==> src/rtl/sm3_pkg.sv <==
// Shared types, constants and functions of the SM3 hash engine.
// No dependencies.
package sm3_pkg;

    localparam logic [31:0] T_LOW  = 32'h79CC4519;
    localparam logic [31:0] T_HIGH = 32'h7A879D8A;

    localparam logic [31:0] SM3_IV [8] = '{
        32'h7380166F, 32'h4914B2B9, 32'h172442D7, 32'hDA8A0600,
        32'hA96F30BC, 32'h163138AA, 32'hE38DEE4D, 32'hB0FB0E4E
    };

    // Source of the byte written into the block buffer
    typedef enum logic [1:0] {
        BSRC_MSG   = 2'd0,
        BSRC_PAD80 = 2'd1,
        BSRC_ZERO  = 2'd2,
        BSRC_LEN   = 2'd3
    } byte_src_t;

    // Controller to datapath commands
    typedef struct packed {
        logic       put;        // write one byte into the block
        byte_src_t  src;
        logic [1:0] lane;       // byte lane within the word, 0 is MSB
        logic [2:0] len_idx;    // length byte, 0 is MSB
        logic       add_len;    // count 8 more message bits
        logic       init_work;  // load A..H from the chaining value
        logic       round;      // run one compression round
        logic [5:0] round_idx;
        logic       fold;       // chaining value ^= A..H
        logic       clear;      // back to IV, length zero
        logic [2:0] out_idx;    // digest word on the output
    } cmd_t;

    function automatic logic [31:0] rotl32(input logic [31:0] x, input int unsigned n);
        return (x << n) | (x >> (32 - n));
    endfunction

    function automatic logic [31:0] perm0(input logic [31:0] x);
        return x ^ rotl32(x, 9) ^ rotl32(x, 17);
    endfunction

    function automatic logic [31:0] perm1(input logic [31:0] x);
        return x ^ rotl32(x, 15) ^ rotl32(x, 23);
    endfunction

    // Round constant already rotated by the round number
    function automatic logic [31:0] round_const(input logic [5:0] j);
        logic [31:0] t;
        logic [63:0] dbl;
        t   = (j < 6'd16) ? T_LOW : T_HIGH;
        dbl = {t, t} << j[4:0];
        return dbl[63:32];
    endfunction

endpackage

==> src/rtl/sm3_ctrl.sv <==
// Sequencer of the SM3 engine: byte intake, padding, rounds, digest output.
// Depends on sm3_pkg.
module sm3_ctrl
    import sm3_pkg::*;
(
    input  logic       aclk,
    input  logic       aresetn,
    input  logic       s_valid,
    output logic       s_ready,
    input  logic       s_last_byte,
    output logic       m_valid,
    input  logic       m_ready,
    output logic [2:0] m_word_index,
    output cmd_t       cmd
);

    typedef enum logic [2:0] {
        S_IDLE,
        S_PAD80,
        S_PADZ,
        S_PADLEN,
        S_ROUND,
        S_FOLD,
        S_OUT
    } state_t;

    state_t     state_reg, state_next;
    state_t     ret_reg, ret_next;
    logic [5:0] pos_reg, pos_next;
    logic [5:0] rnd_reg, rnd_next;
    logic [2:0] oidx_reg, oidx_next;
    logic       m_valid_reg, m_valid_next;

    always_comb begin
        logic   do_put;
        state_t after;
        do_put       = 1'b0;
        after        = state_reg;
        state_next   = state_reg;
        ret_next     = ret_reg;
        pos_next     = pos_reg;
        rnd_next     = rnd_reg;
        oidx_next    = oidx_reg;
        m_valid_next = m_valid_reg;
        s_ready      = 1'b0;
        cmd           = '0;
        cmd.lane      = pos_reg[1:0];
        cmd.len_idx   = pos_reg[2:0];
        cmd.round_idx = rnd_reg;
        cmd.out_idx   = oidx_reg;

        case (state_reg)
            S_IDLE: begin
                s_ready = 1'b1;
                if (s_valid) begin
                    do_put      = 1'b1;
                    cmd.src     = BSRC_MSG;
                    cmd.add_len = 1'b1;
                    after       = s_last_byte ? S_PAD80 : S_IDLE;
                end
            end
            S_PAD80: begin
                do_put  = 1'b1;
                cmd.src = BSRC_PAD80;
                after   = S_PADZ;
            end
            S_PADZ: begin
                do_put = 1'b1;
                if (pos_reg == 6'd56) begin
                    cmd.src = BSRC_LEN;
                    after   = S_PADLEN;
                end else begin
                    cmd.src = BSRC_ZERO;
                    after   = S_PADZ;
                end
            end
            S_PADLEN: begin
                do_put  = 1'b1;
                cmd.src = BSRC_LEN;
                after   = (pos_reg == 6'd63) ? S_OUT : S_PADLEN;
            end
            S_ROUND: begin
                cmd.round = 1'b1;
                rnd_next  = rnd_reg + 6'd1;
                if (rnd_reg == 6'd63) begin
                    state_next = S_FOLD;
                end
            end
            S_FOLD: begin
                cmd.fold   = 1'b1;
                state_next = ret_reg;
                if (ret_reg == S_OUT) begin
                    m_valid_next = 1'b1;
                    oidx_next    = 3'd0;
                end
            end
            S_OUT: begin
                if (m_ready) begin
                    oidx_next = oidx_reg + 3'd1;
                    if (oidx_reg == 3'd7) begin
                        cmd.clear    = 1'b1;
                        m_valid_next = 1'b0;
                        state_next   = S_IDLE;
                    end
                end
            end
            default: begin
                state_next = S_IDLE;
            end
        endcase

        // Block full: compress before going on
        if (do_put) begin
            cmd.put  = 1'b1;
            pos_next = pos_reg + 6'd1;
            if (pos_reg == 6'd63) begin
                cmd.init_work = 1'b1;
                state_next    = S_ROUND;
                ret_next      = after;
                rnd_next      = 6'd0;
            end else begin
                state_next = after;
            end
        end
    end

    always_ff @(posedge aclk) begin
        if (!aresetn) begin
            state_reg   <= S_IDLE;
            ret_reg     <= S_IDLE;
            pos_reg     <= '0;
            rnd_reg     <= '0;
            oidx_reg    <= '0;
            m_valid_reg <= 1'b0;
        end else begin
            state_reg   <= state_next;
            ret_reg     <= ret_next;
            pos_reg     <= pos_next;
            rnd_reg     <= rnd_next;
            oidx_reg    <= oidx_next;
            m_valid_reg <= m_valid_next;
        end
    end

    assign m_valid      = m_valid_reg;
    assign m_word_index = oidx_reg;

endmodule

==> src/rtl/sm3_datapath.sv <==
// SM3 datapath: byte packing, schedule window, round logic, chaining value.
// Depends on sm3_pkg.
module sm3_datapath
    import sm3_pkg::*;
(
    input  logic        aclk,
    input  logic        aresetn,
    input  cmd_t        cmd,
    input  logic [7:0]  s_msg_byte,
    output logic [31:0] m_digest_word
);

    logic [31:0] chain_reg [8];
    logic [31:0] chain_next [8];
    logic [31:0] win_reg [16];      // win_reg[0] is the oldest word
    logic [31:0] win_next [16];
    logic [31:0] part_reg, part_next;
    logic [63:0] len_reg, len_next;
    logic [31:0] a_reg, b_reg, c_reg, d_reg, e_reg, f_reg, g_reg, h_reg;
    logic [31:0] a_next, b_next, c_next, d_next, e_next, f_next, g_next, h_next;

    logic [7:0]  byte_val;
    logic [2:0]  len_sel;
    logic [31:0] exp_word;
    logic [31:0] a12, ss1, ss2, ff, gg, tt1, tt2;

    always_comb begin
        len_sel = 3'(3'd7 - cmd.len_idx);
        case (cmd.src)
            BSRC_MSG:   byte_val = s_msg_byte;
            BSRC_PAD80: byte_val = 8'h80;
            BSRC_ZERO:  byte_val = 8'h00;
            BSRC_LEN:   byte_val = len_reg[{len_sel, 3'b000} +: 8];
            default:    byte_val = 8'h00;
        endcase
    end

    // Round function
    always_comb begin
        exp_word = perm1(win_reg[0] ^ win_reg[7] ^ rotl32(win_reg[13], 15))
                 ^ rotl32(win_reg[3], 7) ^ win_reg[10];
        a12 = rotl32(a_reg, 12);
        ss1 = rotl32(a12 + e_reg + round_const(cmd.round_idx), 7);
        ss2 = ss1 ^ a12;
        if (cmd.round_idx[5:4] == 2'b00) begin
            ff = a_reg ^ b_reg ^ c_reg;
            gg = e_reg ^ f_reg ^ g_reg;
        end else begin
            ff = (a_reg & b_reg) | (a_reg & c_reg) | (b_reg & c_reg);
            gg = (e_reg & f_reg) | (~e_reg & g_reg);
        end
        tt1 = ff + d_reg + ss2 + (win_reg[0] ^ win_reg[4]);
        tt2 = gg + h_reg + ss1 + win_reg[0];
    end

    always_comb begin
        chain_next = chain_reg;
        win_next   = win_reg;
        part_next  = part_reg;
        len_next   = len_reg;
        a_next = a_reg; b_next = b_reg; c_next = c_reg; d_next = d_reg;
        e_next = e_reg; f_next = f_reg; g_next = g_reg; h_next = h_reg;

        if (cmd.add_len) begin
            len_next = len_reg + 64'd8;
        end

        // First byte of a word overwrites the whole word
        if (cmd.put) begin
            case (cmd.lane)
                2'd0: part_next = {byte_val, 24'h0};
                2'd1: part_next = {part_reg[31:24], byte_val, 16'h0};
                2'd2: part_next = {part_reg[31:16], byte_val, 8'h0};
                2'd3: begin
                    for (int i = 0; i < 15; i++) begin
                        win_next[i] = win_reg[i + 1];
                    end
                    win_next[15] = {part_reg[31:8], byte_val};
                end
                default: part_next = part_reg;
            endcase
        end

        if (cmd.round) begin
            for (int i = 0; i < 15; i++) begin
                win_next[i] = win_reg[i + 1];
            end
            win_next[15] = exp_word;
            a_next = tt1;
            b_next = a_reg;
            c_next = rotl32(b_reg, 9);
            d_next = c_reg;
            e_next = perm0(tt2);
            f_next = e_reg;
            g_next = rotl32(f_reg, 19);
            h_next = g_reg;
        end

        if (cmd.init_work) begin
            a_next = chain_reg[0]; b_next = chain_reg[1];
            c_next = chain_reg[2]; d_next = chain_reg[3];
            e_next = chain_reg[4]; f_next = chain_reg[5];
            g_next = chain_reg[6]; h_next = chain_reg[7];
        end

        if (cmd.fold) begin
            chain_next[0] = chain_reg[0] ^ a_reg;
            chain_next[1] = chain_reg[1] ^ b_reg;
            chain_next[2] = chain_reg[2] ^ c_reg;
            chain_next[3] = chain_reg[3] ^ d_reg;
            chain_next[4] = chain_reg[4] ^ e_reg;
            chain_next[5] = chain_reg[5] ^ f_reg;
            chain_next[6] = chain_reg[6] ^ g_reg;
            chain_next[7] = chain_reg[7] ^ h_reg;
        end

        if (cmd.clear) begin
            chain_next = SM3_IV;
            len_next   = '0;
        end
    end

    always_ff @(posedge aclk) begin
        if (!aresetn) begin
            chain_reg <= SM3_IV;
            len_reg   <= '0;
        end else begin
            chain_reg <= chain_next;
            len_reg   <= len_next;
        end
    end

    always_ff @(posedge aclk) begin
        win_reg  <= win_next;
        part_reg <= part_next;
        a_reg <= a_next; b_reg <= b_next; c_reg <= c_next; d_reg <= d_next;
        e_reg <= e_next; f_reg <= f_next; g_reg <= g_next; h_reg <= h_next;
    end

    assign m_digest_word = chain_reg[cmd.out_idx];

endmodule

==> src/rtl/sm3_hash_engine_top.sv <==
// SM3 hash engine top level: controller plus datapath. Depends on sm3_pkg.
// Throughput: one byte item per cycle while s_ready is high; the 64th byte of a block
// starts the compression rounds and a fold (one round per cycle through the shared round unit).
// Last byte: padding bytes go in one per cycle (9 to 72), plus the rounds and fold of each block.
// Digest: eight result items, one per cycle while m_ready is high.
// Reset: synchronous, active-low aresetn; chaining value back to IV, length to zero.
module sm3_hash_engine_top
    import sm3_pkg::*;
(
    input  logic        aclk,
    input  logic        aresetn,
    // byte input
    input  logic        s_valid,
    output logic        s_ready,
    input  logic [7:0]  s_msg_byte,
    input  logic        s_last_byte,
    // digest output
    output logic        m_valid,
    input  logic        m_ready,
    output logic [31:0] m_digest_word,
    output logic [2:0]  m_word_index,
    output logic        m_last_word
);

    // Command bundle from the sequencer to the datapath
    cmd_t cmd;

    // Sequencer: takes items only when idle, steps padding bytes,
    // counts the 64 rounds and the eight digest words.
    sm3_ctrl u_ctrl (
        .aclk         (aclk),
        .aresetn      (aresetn),
        .s_valid      (s_valid),
        .s_ready      (s_ready),
        .s_last_byte  (s_last_byte),
        .m_valid      (m_valid),
        .m_ready      (m_ready),
        .m_word_index (m_word_index),
        .cmd          (cmd)
    );

    // Datapath: packs bytes big-endian into words, keeps the 16-word
    // schedule window (expanded one word per round), A..H and the
    // chaining value. The digest word is read straight from the chain.
    sm3_datapath u_dp (
        .aclk          (aclk),
        .aresetn       (aresetn),
        .cmd           (cmd),
        .s_msg_byte    (s_msg_byte),
        .m_digest_word (m_digest_word)
    );

    // Final digest word marker
    assign m_last_word = (m_word_index == 3'd7);

endmodule

==> config.mk <==
export PLATFORM = sky130hd
export DESIGN_NAME = sm3_hash_engine_top
export DESIGN_NICKNAME = d
export VERILOG_FILES = /design/src/rtl/sm3_pkg.sv /design/src/rtl/sm3_ctrl.sv /design/src/rtl/sm3_datapath.sv /design/src/rtl/sm3_hash_engine_top.sv
export SDC_FILE = /design/constraint.sdc
export NUM_CORES = 2
export LEC_CHECK = 0
export BUFFER_PORTS_ARGS = -buffer_cell sky130_fd_sc_hd__clkbuf_2
export CORE_UTILIZATION = 40
export CTS_CLUSTER_SIZE = 16
export DETAILED_ROUTE_END_ITERATION = 7
export PLACE_DENSITY = 0.54
export SLEW_MARGIN = 20
export SYNTH_ARGS = -nofsm -noshare
export SYNTH_HDL_FRONTEND = slang
export SYNTH_SLANG_ARGS = --single-unit
==> constraint.sdc <==
create_clock -name aclk -period 18.45 [get_ports aclk]
set_input_delay 1.845 -clock aclk [delete_from_list [all_inputs] [get_ports aclk]]
set_output_delay 1.845 -clock aclk [all_outputs]
set_load 0.02 [all_outputs]
==> reports/metrics.csv <==
metric,value,unit
vias,37919,
endpoint_kind,register,
slew_viol_final,0,
tightest_slew,1.14,ns
grt-ovfl-total,0,
setup_tns,0,ns
synth.net_count,5444,
placed_area,60300,um^2
grt_pass1_wl,265000,um
cts_setup_buffers,0,
ys_ff_latch,1131,
violations,design-rule violations,
syn_inst,5133,
regArea,30600,um^2
wire_per_inst,25.9,um
drt_first_pass_iters,8,
hold_violations,0,
ctsHtreeMaxLevel,4,
track_usage,25.3,%
synth.distinct_cells,96,
period_share,60.7,%
drive_above_1_share,9.29,%
start_util,40.4,%
dp_hpwl,138000,um
die_w,383,um
final_common_cell,nand2_1,
rows,139,
worst_ep_required_time,19.03,ns
core-area,144000,um^2
start_kind,register,
crit_type,reg -> reg,
antenna_found_initial,6,
syn2layout_area_growth,11.6,%
crit_slowest_cell,clkinv_1,
outcome,finished with violations,
worstPathArrival,11.77,ns
die_area,147000,um^2
clkTransAtPathRegs,0.06,ns
finalWirelength,186000,um
drcViolationCount,16,
yosys.area.top_type,edfxtp_1,
cts.sinks,1131,
drv_cap,0,
synth_ff_type,edfxtp_1,
multi_input_area,25500,um^2
io_buffers,50,
holdBufCountCts,0,
grt_start_max_net_pins,187,
drt-initial-drc-count,3865,
clockBufferDepth,3,
dp_cells,6929,
avgSynthCellArea,11.3,um^2
ios,51,
fin_worst_skew,0.0664,ns
worstSkewPairLatency,0.81,ns
cts_tree,yes,
largest_reg_flops,512,
netlist_area,58000,um^2
crit_path_frequent_cell,fa_1,
yosysWarningCount,0,
cts_buffers,130,
min_path_type,reg -> reg,
slowest_delay,0.71,ns
slew_headroom,23.2,%
design_area,64700,um^2
final_cells,7168,
synth.area.top_cells,"edfxtp_1 41%, dfxtp_1 12%, nand2_1 6.9%",
yosysTopAreaCellShare,41.0,%
viasPerCell,5.29,
yosysSeqAreaShare,52.7,%
hold_ws,0.404,ns
first_global_vias,36198,
cts_resized,0,
nFillCells,13552,
max_freq,89.3,MHz
finalSetupViolations,0,
holdPathStages,0,
place_congestion,0.990,
die_h,383,um
postSynth.asyncResetShare,0,%
worst_r2r_path_depth,36,
min_period,11.19,ns
ant_nets,0,
root_buffer,clkbuf_16,
final_nets,5469,
final_cell_mix,"1,063 x nand2_1, 792 x edfxtp_1, 387 x xor2_1",
rsz0062_at_grt,false,
critPathMaxFanout,41,
synth_edf_count,792,
[per-stage QoR]
| step | utilization (%) | setup WS, ns |
|---|---|---|
| after floorplan | - | 4.30 |
| after global placement | 41.9 | 7.54 |
| after detailed placement | 41.9 | 7.51 |
| after CTS | 45.1 | 7.44 |
| after global routing | 45.1 | 6.63 |
| final | 45.1 | 7.26 |
[logic make-up after synthesis]
| kind of cell | Yosys count | synth area share, % |
|---|---|---|
| flops | 1131 | 52.7 |
| buf+inv | 503 | 3.37 |
| mux | 220 | 5.59 |
| fa+ha+maj | 298 | 8.86 |
| compound gates | 592 | 6.17 |
| simple gates | 1643 | 11.8 |
| xor+xnor | 746 | 11.5 |
[worst paths after layout]
check | startpoint | to | slack, ns
setup reg to reg | u_ctrl.rnd_reg[4]$_SDFF_PN0_ | u_dp.e_reg[7]$_DFFE_PP_ | 7.26
hold reg to reg | u_dp.win_reg[320]$_DFFE_PP_ | u_dp.win_reg[352]$_DFFE_PP_ | 0.40
hold / removal | u_dp.win_reg[320]$_DFFE_PP_ | u_dp.win_reg[352]$_DFFE_PP_ | 0.40
setup / recovery | u_ctrl.rnd_reg[4]$_SDFF_PN0_ | u_dp.e_reg[7]$_DFFE_PP_ | 7.26
[synth_stat cells (all sizes together), types with 4 or more instances]
| cell | count |
|---|---|
| a211oi | 12 |
| a21boi | 11 |
| a21o | 44 |
| a21oi | 148 |
| a31o | 14 |
| a31oi | 34 |
| and2 | 12 |
| and3 | 16 |
| and4 | 12 |
| buf | 38 |
| clkbuf | 165 |
| dfxtp | 339 |
| edfxtp | 792 |
| fa | 188 |
| ha | 110 |
| inv | 299 |
| mux2 | 42 |
| mux2i | 99 |
| mux4 | 79 |
| nand2 | 1067 |
| nand2b | 11 |
| nand3 | 35 |
| nand3b | 4 |
| nand4 | 23 |
| nor2 | 353 |
| nor2b | 24 |
| nor3 | 28 |
| nor3b | 7 |
| nor4 | 9 |
| o211a | 4 |
| o211ai | 11 |
| o21a | 11 |
| o21ai | 245 |
| o21bai | 13 |
| o22ai | 5 |
| o31ai | 8 |
| or2 | 10 |
| or3 | 26 |
| xnor2 | 347 |
| xnor3 | 10 |
| xor2 | 388 |
[worst max-delay path, delay by kind of cell, from the launching register on]
| kind | cells | cell delay [ns] |
|---|---|---|
| compound gates | 14 | 3.69 |
| mux | 3 | 0.72 |
| buf+inv | 5 | 1.31 |
| simple gates | 4 | 0.84 |
| fa+ha+maj | 7 | 2.94 |
| flops | 1 | 0.31 |
| xor+xnor | 3 | 1.17 |
[cell type report]
| cell class | count | share of cell area, % |
|---|---|---|
| Antenna cell | 2 | 0.00773 |
| Clock inverter | 75 | 1.54 |
| Tap cell | 1903 | 3.68 |
| Inverter | 300 | 1.74 |
| Clock buffer | 162 | 5.38 |
| Sequential cell | 1131 | 47.2 |
| Timing Repair Buffer | 96 | 0.997 |
| Multi-Input combinational cell | 3499 | 39.4 |
[layer usage]
metal	up-vias	GRT usage, %	share of wire (%)
met5	-	0	0.0070
met4	2	9.23	3.7
met3	202	3.88	6.4
met2	1185	37.2	43
met1	19130	37.6	46
li1	17400	-	-
Power is left out: the tool's default activity adds up to more than one toggle a clock period on the data nets, which glitch-free logic cannot reach.
